==> config.mk <==
export PLATFORM = sky130hd
export DESIGN_NAME = accel_tilt_complementary_filter
export DESIGN_NICKNAME = d
export VERILOG_FILES = /design/src/design/atcf_pkg.sv /design/src/design/atcf_serial_mul.sv /design/src/design/accel_tilt_complementary_filter.sv
export SDC_FILE = /design/constraint.sdc
export NUM_CORES = 2
export LEC_CHECK = 0
export CAP_MARGIN = 20
export CORE_MARGIN = 1
export CORE_UTILIZATION = 49
export CTS_BUF_LIST = sky130_fd_sc_hd__clkbuf_8
export CTS_CLUSTER_SIZE = 10
export DETAILED_ROUTE_END_ITERATION = 6
export DONT_BUFFER_PORTS = 1
export PLACE_DENSITY = 0.69
export SLEW_MARGIN = 0
export SYNTH_ARGS = -nofsm -noshare
export SYNTH_HDL_FRONTEND = slang
export SYNTH_SLANG_ARGS = --single-unit
==> constraint.sdc <==
create_clock -name clk -period 18.1 [get_ports clk]
set_input_delay 2.715 -clock clk [delete_from_list [all_inputs] [get_ports clk]]
set_output_delay 2.715 -clock clk [all_outputs]
set_load 0.05 [all_outputs]
==> src/design/atcf_pkg.sv <==
// ----------------------------------------------------------------------------
// atcf_pkg
// shared types, constants and helpers for the tilt complementary filter
// ----------------------------------------------------------------------------
package atcf_pkg;

  localparam int ACC_W = 64;
  localparam int MPL_W = 32;
  localparam int ATAN_W = 22;

  localparam logic [1:0] REG_LP_ALPHA = 2'd0;
  localparam logic [1:0] REG_ACCEL_WEIGHT = 2'd1;
  localparam logic [1:0] REG_SAMPLE_PERIOD = 2'd2;

  localparam logic [15:0] LP_ALPHA_RST = 16'd9830;
  localparam logic [15:0] ACCEL_WEIGHT_RST = 16'd655;
  localparam logic [15:0] SAMPLE_PERIOD_RST = 16'd6554;

  localparam logic signed [15:0] TILT_LIMIT = 16'sd23040;
  localparam logic signed [10:0] FUSED_MAX = 11'sd1023;
  localparam logic signed [10:0] FUSED_MIN = -11'sd1024;

  typedef struct packed {
    logic load;
    logic step;
  } mul_ctl_t;

  // divide by 2^s, rounding half away from zero
  function automatic logic signed [ACC_W-1:0] rshr(input logic signed [ACC_W-1:0] v,
                                                   input int unsigned s);
    logic signed [ACC_W-1:0] h;
    h = 64'sd1 <<< (s - 1);
    if (v[ACC_W-1]) begin
      return (v + h - 64'sd1) >>> s;
    end
    return (v + h) >>> s;
  endfunction

  // atan(2^-i) in degrees with 16 fraction bits
  function automatic logic [ATAN_W-1:0] atan_deg(input logic [4:0] i);
    case (i)
      5'd0: return 22'd2949120;
      5'd1: return 22'd1740967;
      5'd2: return 22'd919879;
      5'd3: return 22'd466945;
      5'd4: return 22'd234379;
      5'd5: return 22'd117304;
      5'd6: return 22'd58666;
      5'd7: return 22'd29335;
      5'd8: return 22'd14668;
      5'd9: return 22'd7334;
      5'd10: return 22'd3667;
      5'd11: return 22'd1833;
      5'd12: return 22'd917;
      5'd13: return 22'd458;
      5'd14: return 22'd229;
      5'd15: return 22'd115;
      5'd16: return 22'd57;
      5'd17: return 22'd29;
      5'd18: return 22'd14;
      5'd19: return 22'd7;
      5'd20: return 22'd4;
      5'd21: return 22'd2;
      5'd22: return 22'd1;
      default: return 22'd0;
    endcase
  endfunction

endpackage

==> src/design/atcf_serial_mul.sv <==
// ----------------------------------------------------------------------------
// atcf_serial_mul
// shift-add multiply-accumulate, one multiplier bit per cycle while step is high
// ----------------------------------------------------------------------------
module atcf_serial_mul (
  input  logic                                 clk,
  input  logic                                 rst_n,
  input  atcf_pkg::mul_ctl_t                   ctl,
  input  logic signed [atcf_pkg::ACC_W-1:0]    init,
  input  logic signed [atcf_pkg::ACC_W-1:0]    mcand,
  input  logic        [atcf_pkg::MPL_W-1:0]    mplier,
  output logic signed [atcf_pkg::ACC_W-1:0]    acc
);

  logic signed [atcf_pkg::ACC_W-1:0] acc_r;
  logic signed [atcf_pkg::ACC_W-1:0] a_r;
  logic        [atcf_pkg::MPL_W-1:0] b_r;

  always_ff @(posedge clk) begin
    if (ctl.load) begin
      acc_r <= init;
      a_r <= mcand;
      b_r <= mplier;
    end else if (ctl.step) begin
      if (b_r[0]) begin
        acc_r <= acc_r + a_r;
      end
      a_r <= a_r <<< 1;
      b_r <= b_r >> 1;
    end
  end

  assign acc = acc_r;

  a_ctl_exclusive: assert property (@(posedge clk) disable iff (!rst_n)
    !(ctl.load && ctl.step))
    else $error("multiplier load and step together");

  a_step_shifts: assert property (@(posedge clk) disable iff (!rst_n)
    ctl.step && !ctl.load |=> b_r == ($past(b_r) >> 1))
    else $error("multiplier operand did not shift");

  a_load_takes: assert property (@(posedge clk) disable iff (!rst_n)
    ctl.load |=> acc_r == $past(init))
    else $error("multiplier load lost");

endmodule

==> src/design/accel_tilt_complementary_filter.sv <==
// ----------------------------------------------------------------------------
// accel_tilt_complementary_filter
// low-pass accel, sqrt + cordic tilt, gyro/accel complementary fusion
// ----------------------------------------------------------------------------
// channel  dir  transaction
// in_      in   tdata: accel_x, accel_y, accel_z, gyro_rate
// out_     out  tdata: fused_angle, accel_tilt
// cfg_     in   apb write/read of lp_alpha, accel_weight, sample_period
//
// one sample runs through the serial multiplier (low-pass, squares, gyro,
// fusion), the square root loop and the CORDIC loop before the next is taken
// in_tready is high only when idle; a result waits in the output register
// reset clears filter state, angle estimate and registers to defaults
// ----------------------------------------------------------------------------
module accel_tilt_complementary_filter #(
  parameter int CORDIC_STEPS = 16
) (
  input  logic        clk,
  input  logic        rst_n,
  input  logic        in_tvalid,
  output logic        in_tready,
  input  logic [63:0] in_tdata,   // accel_x, accel_y, accel_z, gyro_rate
  output logic        out_tvalid,
  input  logic        out_tready,
  output logic [31:0] out_tdata,  // fused_angle, accel_tilt, zero fill
  input  logic        cfg_psel,
  input  logic        cfg_penable,
  input  logic        cfg_pwrite,
  input  logic [3:0]  cfg_paddr,
  input  logic [31:0] cfg_pwdata,
  output logic [31:0] cfg_prdata,
  output logic        cfg_pready
);

  localparam int AW = atcf_pkg::ACC_W;
  localparam logic [4:0] LAST_COR = 5'(CORDIC_STEPS - 1);

  typedef enum logic [3:0] {
    S_IDLE, S_LP_LD, S_LP_RUN, S_LP_WB, S_SQ_LD, S_SQ_RUN, S_SQRT,
    S_COR_LD, S_COR, S_GY_LD, S_GY_RUN, S_FU_LD, S_FU_RUN, S_DONE
  } state_t;

  state_t state_r;

  logic [15:0] lp_alpha_r, accel_weight_r, sample_period_r;
  logic signed [15:0] x_r [3];
  logic signed [15:0] gyro_r;
  logic signed [31:0] filt_r [3];
  logic signed [10:0] est_r;
  logic [1:0] k_r;
  logic [4:0] cnt_r;
  logic [AW-1:0] n_r, res_r, bit_r;
  logic signed [39:0] cx_r, cy_r;
  logic signed [31:0] z_r;
  logic signed [15:0] tilt_r;
  logic out_valid_r;
  logic signed [10:0] out_fused_r;
  logic signed [15:0] out_tilt_r;

  atcf_pkg::mul_ctl_t mctl;
  logic signed [AW-1:0] m_init, m_cand, m_acc;
  logic [atcf_pkg::MPL_W-1:0] m_pl;
  logic signed [AW-1:0] filt_k, sq_src, g_val, rnd, q_val, f_val, sub_v, t_val;
  logic signed [39:0] xs, ys;
  logic signed [15:0] tilt_c;
  logic signed [10:0] fused_c;
  logic cfg_wr, out_free;

  assign cfg_pready = 1'b1;
  assign cfg_wr = cfg_psel && cfg_penable && cfg_pwrite;

  always_comb begin
    case (cfg_paddr[3:2])
      atcf_pkg::REG_LP_ALPHA: cfg_prdata = {16'd0, lp_alpha_r};
      atcf_pkg::REG_ACCEL_WEIGHT: cfg_prdata = {16'd0, accel_weight_r};
      atcf_pkg::REG_SAMPLE_PERIOD: cfg_prdata = {16'd0, sample_period_r};
      default: cfg_prdata = 32'd0;
    endcase
  end

  assign in_tready = (state_r == S_IDLE);
  assign out_tvalid = out_valid_r;
  assign out_tdata = {5'd0, out_tilt_r, out_fused_r};
  assign out_free = !out_valid_r || out_tready;

  assign filt_k = AW'(filt_r[k_r]);
  assign sq_src = (k_r == 2'd0) ? AW'(filt_r[0]) : AW'(filt_r[2]);
  assign g_val = (AW'(est_r) <<< 16) + atcf_pkg::rshr(m_acc, 8);
  assign q_val = atcf_pkg::rshr(m_acc, 16);
  assign rnd = atcf_pkg::rshr(q_val, 16);
  assign sub_v = AW'(res_r) + AW'(bit_r);
  assign xs = cx_r >>> cnt_r;
  assign ys = cy_r >>> cnt_r;
  assign t_val = atcf_pkg::rshr(AW'(z_r), 8);

  always_comb begin
    if (t_val > AW'(atcf_pkg::TILT_LIMIT)) begin
      tilt_c = atcf_pkg::TILT_LIMIT;
    end else if (t_val < -AW'(atcf_pkg::TILT_LIMIT)) begin
      tilt_c = -atcf_pkg::TILT_LIMIT;
    end else begin
      tilt_c = t_val[15:0];
    end
    if (res_r == '0 && filt_r[1] == '0) begin
      tilt_c = '0;
    end
  end

  always_comb begin
    f_val = rnd;
    if (f_val > AW'(atcf_pkg::FUSED_MAX)) begin
      fused_c = atcf_pkg::FUSED_MAX;
    end else if (f_val < AW'(atcf_pkg::FUSED_MIN)) begin
      fused_c = atcf_pkg::FUSED_MIN;
    end else begin
      fused_c = f_val[10:0];
    end
  end

  always_comb begin
    mctl.load = 1'b0;
    mctl.step = 1'b0;
    m_init = '0;
    m_cand = '0;
    m_pl = '0;
    case (state_r)
      S_LP_LD: begin
        mctl.load = 1'b1;
        m_init = filt_k <<< 16;
        m_cand = (AW'(x_r[k_r]) <<< 16) - filt_k;
        m_pl = {16'd0, lp_alpha_r};
      end
      S_SQ_LD: begin
        mctl.load = 1'b1;
        m_init = (k_r == 2'd0) ? '0 : m_acc;
        m_cand = sq_src[AW-1] ? -sq_src : sq_src;
        m_pl = sq_src[AW-1] ? 32'(-sq_src) : sq_src[31:0];
      end
      S_GY_LD: begin
        mctl.load = 1'b1;
        m_cand = AW'(gyro_r);
        m_pl = {16'd0, sample_period_r};
      end
      S_FU_LD: begin
        mctl.load = 1'b1;
        m_init = g_val <<< 16;
        m_cand = (AW'(tilt_r) <<< 8) - g_val;
        m_pl = {16'd0, accel_weight_r};
      end
      S_LP_RUN, S_SQ_RUN, S_GY_RUN, S_FU_RUN: mctl.step = 1'b1;
      default: mctl.step = 1'b0;
    endcase
  end

  atcf_serial_mul u_mul (
    .clk    (clk),
    .rst_n  (rst_n),
    .ctl    (mctl),
    .init   (m_init),
    .mcand  (m_cand),
    .mplier (m_pl),
    .acc    (m_acc)
  );

  always_ff @(posedge clk) begin
    if (!rst_n) begin
      state_r <= S_IDLE;
      lp_alpha_r <= atcf_pkg::LP_ALPHA_RST;
      accel_weight_r <= atcf_pkg::ACCEL_WEIGHT_RST;
      sample_period_r <= atcf_pkg::SAMPLE_PERIOD_RST;
      filt_r[0] <= '0;
      filt_r[1] <= '0;
      filt_r[2] <= '0;
      est_r <= '0;
      out_valid_r <= 1'b0;
      k_r <= '0;
      cnt_r <= '0;
    end else begin
      if (cfg_wr) begin
        case (cfg_paddr[3:2])
          atcf_pkg::REG_LP_ALPHA: lp_alpha_r <= cfg_pwdata[15:0];
          atcf_pkg::REG_ACCEL_WEIGHT: accel_weight_r <= cfg_pwdata[15:0];
          atcf_pkg::REG_SAMPLE_PERIOD: sample_period_r <= cfg_pwdata[15:0];
          default: ;
        endcase
      end
      if (out_valid_r && out_tready && state_r != S_DONE) begin
        out_valid_r <= 1'b0;
      end
      case (state_r)
        S_IDLE: begin
          if (in_tvalid) begin
            x_r[0] <= in_tdata[15:0];
            x_r[1] <= in_tdata[31:16];
            x_r[2] <= in_tdata[47:32];
            gyro_r <= in_tdata[63:48];
            k_r <= 2'd0;
            state_r <= S_LP_LD;
          end
        end
        S_LP_LD: begin
          cnt_r <= '0;
          state_r <= S_LP_RUN;
        end
        S_LP_RUN: begin
          cnt_r <= cnt_r + 5'd1;
          if (cnt_r == 5'd15) begin
            state_r <= S_LP_WB;
          end
        end
        S_LP_WB: begin
          filt_r[k_r] <= 32'(atcf_pkg::rshr(m_acc, 16));
          if (k_r == 2'd2) begin
            k_r <= 2'd0;
            state_r <= S_SQ_LD;
          end else begin
            k_r <= k_r + 2'd1;
            state_r <= S_LP_LD;
          end
        end
        S_SQ_LD: begin
          cnt_r <= '0;
          state_r <= S_SQ_RUN;
        end
        S_SQ_RUN: begin
          cnt_r <= cnt_r + 5'd1;
          if (cnt_r == 5'd31) begin
            if (k_r == 2'd0) begin
              k_r <= 2'd1;
              state_r <= S_SQ_LD;
            end else begin
              n_r <= m_acc;
              res_r <= '0;
              bit_r <= AW'(1) << 62;
              cnt_r <= '0;
              state_r <= S_SQRT;
            end
          end
        end
        S_SQRT: begin
          cnt_r <= cnt_r + 5'd1;
          if (n_r >= sub_v) begin
            n_r <= n_r - sub_v;
            res_r <= (res_r >> 1) + bit_r;
          end else begin
            res_r <= res_r >> 1;
          end
          bit_r <= bit_r >> 2;
          if (cnt_r == 5'd31) begin
            state_r <= S_COR_LD;
          end
        end
        S_COR_LD: begin
          cx_r <= 40'(res_r);
          cy_r <= 40'(filt_r[1]);
          z_r <= '0;
          cnt_r <= '0;
          state_r <= S_COR;
        end
        S_COR: begin
          cnt_r <= cnt_r + 5'd1;
          if (!cy_r[39]) begin
            cx_r <= cx_r + ys;
            cy_r <= cy_r - xs;
            z_r <= z_r + 32'(atcf_pkg::atan_deg(cnt_r));
          end else begin
            cx_r <= cx_r - ys;
            cy_r <= cy_r + xs;
            z_r <= z_r - 32'(atcf_pkg::atan_deg(cnt_r));
          end
          if (cnt_r == LAST_COR) begin
            state_r <= S_GY_LD;
          end
        end
        S_GY_LD: begin
          tilt_r <= tilt_c;
          cnt_r <= '0;
          state_r <= S_GY_RUN;
        end
        S_GY_RUN: begin
          cnt_r <= cnt_r + 5'd1;
          if (cnt_r == 5'd15) begin
            state_r <= S_FU_LD;
          end
        end
        S_FU_LD: begin
          cnt_r <= '0;
          state_r <= S_FU_RUN;
        end
        S_FU_RUN: begin
          cnt_r <= cnt_r + 5'd1;
          if (cnt_r == 5'd15) begin
            state_r <= S_DONE;
          end
        end
        S_DONE: begin
          if (out_free) begin
            out_valid_r <= 1'b1;
            out_fused_r <= fused_c;
            out_tilt_r <= tilt_r;
            est_r <= fused_c;
            state_r <= S_IDLE;
          end
        end
        default: state_r <= S_IDLE;
      endcase
    end
  end

  a_accept_starts: assert property (@(posedge clk) disable iff (!rst_n)
    in_tvalid && in_tready |=> state_r == S_LP_LD)
    else $error("accepted transaction did not start filtering");

  a_done_emits: assert property (@(posedge clk) disable iff (!rst_n)
    state_r == S_DONE && out_free |=> out_valid_r && state_r == S_IDLE)
    else $error("finished result not presented");

  a_est_follows: assert property (@(posedge clk) disable iff (!rst_n)
    state_r == S_DONE && out_free |=> est_r == out_fused_r)
    else $error("angle estimate differs from output");

  a_axis_range: assert property (@(posedge clk) disable iff (!rst_n)
    state_r == S_LP_WB |-> k_r != 2'd3)
    else $error("axis index out of range");

endmodule
* Word-level counts from Yosys, hierarchy flattened
Memory sizes are Yosys's and may differ from the RTL's. A register that Yosys moved wholly into a read port is not among the register bits.
Cells that the tools add are included.
** Word-level totals
- Memories kept :: 4
- Word-level logic and storage cells :: 228
- Memory bits (writable) :: 144
- Output and inout bits :: 67
- ROM bits :: 1408
- Register bits :: 594
- Input port bits :: 107
** Memories
- (name not given) :: depth 32, bits a word 22, read ports 1, clocked after Yosys merged registers in 1, write ports 0, RTL line atcf_pkg.sv:41 : case (i)
- (name not given) :: depth 32, bits a word 22, read ports 1, clocked after Yosys merged registers in 1, write ports 0, RTL line atcf_pkg.sv:41
- filt_r :: depth 3, bits a word 32, read ports 4, clocked after Yosys merged registers in 1, write ports 3, RTL line accel_tilt_complementary_filter.sv:48 : logic signed [31:0] filt_r [3];
- x_r :: depth 3, bits a word 16, read ports 1, clocked after Yosys merged registers in 1, write ports 3, RTL line accel_tilt_complementary_filter.sv:46 : logic signed [15:0] x_r [3];
** Cells by class
- Reduce and logical (&&, ||, !) cells :: 38
- $add $sub $neg :: 24
- Magnitude comparators :: 5
- Equality and inequality tests :: 31
- Multiplexer cells :: 101
- Shifts and indexed selects :: 2
** Operators with widths (count)
- $mux W64 :: 24
- $pmux W64 S2 :: 3
- $mux W32 :: 8
- $pmux W64 S4 :: 1
- $sub A64 B2 Y64 const B :: 4
- $pmux W64 S3 :: 1
- $pmux W40 S2 :: 2
- $mux W22 :: 6
- $add A64 B17 Y64 const B :: 2
- $add A64 B64 Y64 :: 2
- $pmux W32 S4 :: 1
- $add A40 B40 Y40 :: 2
- $mux W40 :: 2
- $sshr A40 B5 Y40 :: 2
- $sub A40 B40 Y40 :: 2
- $add A27 B64 Y64 :: 1
- $add A63 B64 Y64 :: 1
- $add A64 B9 Y64 const B :: 1
- $ge A64 B64 Y1 :: 1
- $gt A64 B11 Y1 const B :: 1
- $gt A64 B16 Y1 const B :: 1
- $logic_not A64 Y1 :: 1
- $lt A64 B11 Y1 const B :: 1
- $lt A64 B16 Y1 const B :: 1
- other kinds (51) :: 130

* Depth between registers and ports, before layout
- Depth in word-level cells :: 11
- Mapped depth :: 43
- Depth with buffers taken out :: 42

* Modules after synthesis
From an unflattened synthesis, not the netlist that was laid out.
** Unflattened totals
- Cells, all modules :: 8240
- Area total of the unflattened synthesis :: 70841.7 µm²
** Modules (own cells, without submodules)
- accel_tilt_complementary_filter :: instances 1, area each 60327.9 µm², cells an instance 7260
- atcf_serial_mul :: instances 1, area each 10513.8 µm², cells an instance 980

* Worst setup path before layout
Ideal clock, no wire load.
- Path type :: register -> register
- From :: register state_r[2]
- To :: register u_mul.acc_r, in the netlist u_mul.acc[0], enable pin
- Slack :: 5333 ps
- Stages on the path, launching flop included :: 6
- Path buffers :: 1
- Setup time :: 507 ps
- Required time :: 17593 ps
- Arrival time :: 12260 ps
- Clock period less this slack :: 12767 ps
- Cell sequence :: dfxtp_1 clkbuf_1 inv_1 a221oi_1 o21ai_0 a21oi_1
** On the way
- Longest elaborated chain between the ends :: 5
** Ends and longest elaborated chain
- start, declared :: RTL line accel_tilt_complementary_filter.sv:43 : state_t state_r;
- start signal, assigned :: RTL line accel_tilt_complementary_filter.sv:167 : state_r <= S_IDLE;
- start signal, assigned :: RTL line accel_tilt_complementary_filter.sv:198 : state_r <= S_LP_LD;
- start signal, assigned :: RTL line accel_tilt_complementary_filter.sv:203 : state_r <= S_LP_RUN;
- $eq A4 B4 Y1 (tied with other cells) :: RTL line accel_tilt_complementary_filter.sv:126 : case (state_r)
- $reduce_or A4 Y1 (on tied branches)
- $mux W1 :: RTL line accel_tilt_complementary_filter.sv:126
- $ne A3 B3 Y1 (no line) or $reduce_bool A2 Y1 (tied branches)
- $reduce_and A3 Y1 (no line) *
- end signal, assigned :: RTL line atcf_serial_mul.sv:21 : acc_r <= init;
- end signal, assigned :: RTL line atcf_serial_mul.sv:26 : acc_r <= acc_r + a_r;
- end, declared :: RTL line atcf_serial_mul.sv:15 : logic signed [atcf_pkg::ACC_W-1:0] acc_r;
Every way passes the cells marked *; elsewhere a longest branch is shown, timed or not.
A chain may end at the register's enable or synchronous reset.

* Worst setup path in the final report
- From :: register u_mul.acc_r, in the netlist u_mul.acc[7]
- To :: register u_mul.a_r[63] in the netlist's numbering, data pin
** On the way
- Longest elaborated chain between the ends :: 8
** Ends and longest elaborated chain
- $add A64 B9 Y64 * :: RTL line atcf_pkg.sv:34, atcf_pkg.sv:36
- $sub A64 B2 Y64 :: RTL line atcf_pkg.sv:34 : return (v + h - 64'sd1) >>> s;
- $mux W64 :: RTL line atcf_pkg.sv:33 : if (v[ACC_W-1]) begin
- $mux W64 * :: RTL line atcf_pkg.sv:36 : return (v + h) >>> s;
- $add A27 B64 Y64 * :: RTL line accel_tilt_complementary_filter.sv:88 : assign g_val = (AW'(est_r) <<< 16) + atcf_pkg::rshr(m_acc, 8);
- $sub A24 B64 Y64 * :: RTL line accel_tilt_complementary_filter.sv:147 : m_cand = (AW'(tilt_r) <<< 8) - g_val;
- $pmux W64 S4 * :: RTL line accel_tilt_complementary_filter.sv:126
- $mux W64 * :: RTL line atcf_serial_mul.sv:20 : if (ctl.load) begin
- end signal, assigned :: RTL line atcf_serial_mul.sv:22 : a_r <= mcand;
- end signal, assigned :: RTL line atcf_serial_mul.sv:28 : a_r <= a_r <<< 1;
- end, declared :: RTL line atcf_serial_mul.sv:16 : logic signed [atcf_pkg::ACC_W-1:0] a_r;
Every way passes the cells marked *; elsewhere a longest branch is shown, timed or not. The select of a mux whose other input is x is not followed.

==> impl_metrics.toml <==
[routing]
first_iter_violations = 6385
vias = 61700
drtAntennaViolNets = 0
drc_errors = 0
avgViaCountPerCell = 6.38
wl_um = 227000
dr.pass1.iters = 6
avgRoutedWirePerCell_um = 23.5

[clocking]
cts_resized = 0
root_buffer = "clkbuf_8"
clkTransAtPathRegs_ns = 0.06
ctsHoldBuffers = 0
max-clock-path-buffers = 3
postCtsSetupRepairBufs = 0
clk-insertion-delay-late_ns = 0.88
cts_tree = "built"
h-tree-depth = 4
numCtsBuffers = 143
cts_sinks = 762

[timing]
relSlewSlack_pct = 20.2
fin_ws_ns = 7.03
finClkSkew_ns = 0.0497
rsz0062_at_grt = "no"
fmax_mhz = 90.3
fin_crit_ns = 11.07
post-route-period-util_pct = 61.2
drv_slew = 0
hold_violations = 0
fin_tns_setup_ns = 0
worst_slew_pin_slew_ns = 1.19
setup_viol = 0

[global_route]
antenna_found_initial = 4
grt_max_degree = 123
grt.total_usage_pct = 31.3
grt_overflow = 0
grt_pass1_wl_um = 343000
grt_pass1_vias = 57300

[setup_path]
cp-end-kind = "flop"
critPathMaxFanout = 12
critPathArrivalTime_ns = 11.70
cp.required_ns = 18.73
endpoint = "u_mul.a_r[63]"
startpoint = "u_mul.acc[7]"
crit_path_start_kind = "flop"
crit_path_top_delay_cell = "edfxtp_1"
critical_path_class = "reg -> reg"
critPathMaxStageDelay_ns = 0.75
reg2reg_slack_ns = 7.03
ff2ff_path_depth = 39
timing.rr.end = "u_mul.a_r[63]"
r2r-start = "u_mul.acc[7]"
critPathMostFrequentCell = "a21oi_1"

[worst_hold_path]
hp-class = "reg -> reg"
whs_path_depth = 2

[layout]
final_nets = 8311
final_common_cell = "nand2_1"
layout_common_cells = "nand2_1 (986), nor2_1 (738), edfxtp_1 (667)"
syn_to_final_growth_pct = 6.43
drive_gt1_share_pct = 7.17

[floorplanning]
dieArea_um2 = 140000
dieHeight_um = 375
die-width_um = 375
pin_count = 174
core-area_um2 = 138000
initial_core_util_pct = 49.4
num_rows = 136

[power]
ir_worst_vdd_mv = 0.101
power_density_nw_per_um2 = 121
leakage_uw = 0.0273

[place]
pre_cts_slack_ns = 7.25
portBuffers = 0
post-dp-hpwl_um = 173000
gp_congestion = 0.991

[yosys]
syn_area_um2 = 68000
syn_area_per_cell_um2 = 8.61
yosysSeqAreaShare_pct = 32.2
synth_cell_type_count = 109
ys.flop_type = "edfxtp_1"
ys_ff_latch = 762
async_flop_share_pct = 0
ys_warn_count = 0
synth-edff-count = 667
synthCells = 7900

[run]
cap_violations = 0

[run_status]
outcome = "completed"
==> worst max-delay path, delay by kind of cell, from the launching register on <==
kind	cells	cell delay, ns
muxes	1	0.10
adders and majority gates	3	1.06
buffers and inverters	1	0.21
and+or+nand+nor	14	3.88
AOI/OAI and AO/OA	18	4.42
xor gates and xnor gates	2	0.40
DFF	1	0.75
==> Yosys cell counts (all sizes together), types with 65 or more instances <==
master | n | area share (%)
and2 | 119 | 1.1
buf | 102 | 0.80
o21ai | 525 | 3.9
dfxtp | 95 | 2.8
nor2 | 744 | 4.1
o21a | 66 | 0.73
a21oi | 534 | 3.9
a21o | 164 | 1.8
nand4 | 101 | 0.95
nor2b | 65 | 0.60
mux4 | 79 | 2.6
nor3 | 168 | 1.3
nand2b | 82 | 0.75
mux2i | 178 | 2.6
ha | 435 | 8.0
or3 | 88 | 0.81
xnor2 | 447 | 5.8
xor2 | 366 | 4.7
edfxtp | 667 | 29
nand3 | 206 | 1.5
o21bai | 78 | 0.86
a31oi | 141 | 1.3
and3 | 112 | 1.0
clkbuf | 293 | 1.6
inv | 207 | 1.1
nor4 | 101 | 1.1
nand2 | 990 | 5.5
a211oi | 77 | 0.85
==> flip-flops by register name, summed over array words and instances (netlist names), 40 cells and up, named ones only <==
signal / count
res_r: 64
cx_r: 40
filt_r: 128
x_r: 48
n_r: 64
cy_r: 40
u_mul.acc: 64
u_mul.a_r: 64
==> per-stage QoR <==
stage | instance area (um^2) | util [%] | hold slack (ns) | power [uW] | std cells
6_report | 72400 | 52.6 | 0.475 | 8760 | 9674
2_1_floorplan | 68100 | - | 0.433 | 5700 | 7920
3_3_place_gp | 69600 | 50.5 | 0.454 | 6910 | 9410
4_1_cts | 72400 | 52.6 | 0.470 | 8670 | 9671
5_1_grt | 72400 | 52.6 | 0.498 | 9200 | 9674
3_5_place_dp | 69600 | 50.5 | 0.461 | 6980 | 9410
==> cell type report <==
| cell class | count | area [um^2] |
|---|---|---|
| inverters | 212 | 801 |
| well taps | 1794 | 2240 |
| clock inverters | 105 | 631 |
| diodes | 1 | 2.50 |
| fillers | 12700 | 65300 |
| multi-input cells | 6551 | 43900 |
| repair buffers | 93 | 714 |
| flip-flops and latches | 762 | 21900 |
| clock buffers | 156 | 2150 |
==> where the power goes <==
group | leakage [uW] | total [uW] | switching (uW) | internal (uW)
clock network | 0.00155 | 1670 | 809 | 861
registers | 0.00714 | 2660 | 375 | 2290
logic | 0.0186 | 4420 | 2780 | 1640
total | 0.0273 | 8760 | 3960 | 4790
==> routing by layer <==
layer / global-route usage [%] / vias up / share of wire, %
li1: - / 28800 / -
met1: 42.1 / 29500 / 42
met2: 49.5 / 2890 / 45
met3: 4.22 / 531 / 8.4
met4: 15.2 / 0 / 5.2
met5: 0 / - / 0
==> logic make-up (layout without fill, tap and decap cells) <==
family	count (synthesis)	count (layout)	share of synthesized area (%)
buf+inv	607	566	3.59
compound gates	2025	2025	18.9
other cells	2	23	0.0110
flops	762	762	32.2
fa+ha+maj	441	441	8.18
xor+xnor	813	813	10.5
mux	289	289	5.76
simple gates	2961	2961	20.8
==> how the worst min path moves through the flow <==
stage	start	slack, ns	end
floorplan	tilt_r[0]	0.43	out_tilt_r[0]
global placement	accel_weight_r[5]	0.45	accel_weight_r[5]
detailed placement	lp_alpha_r[8]	0.46	lp_alpha_r[8]
CTS	lp_alpha_r[8]	0.47	lp_alpha_r[8]
global route	accel_weight_r[5]	0.50	accel_weight_r[5]
finish	accel_weight_r[15]	0.48	accel_weight_r[15]
Power figures use the tool's default switching activity.
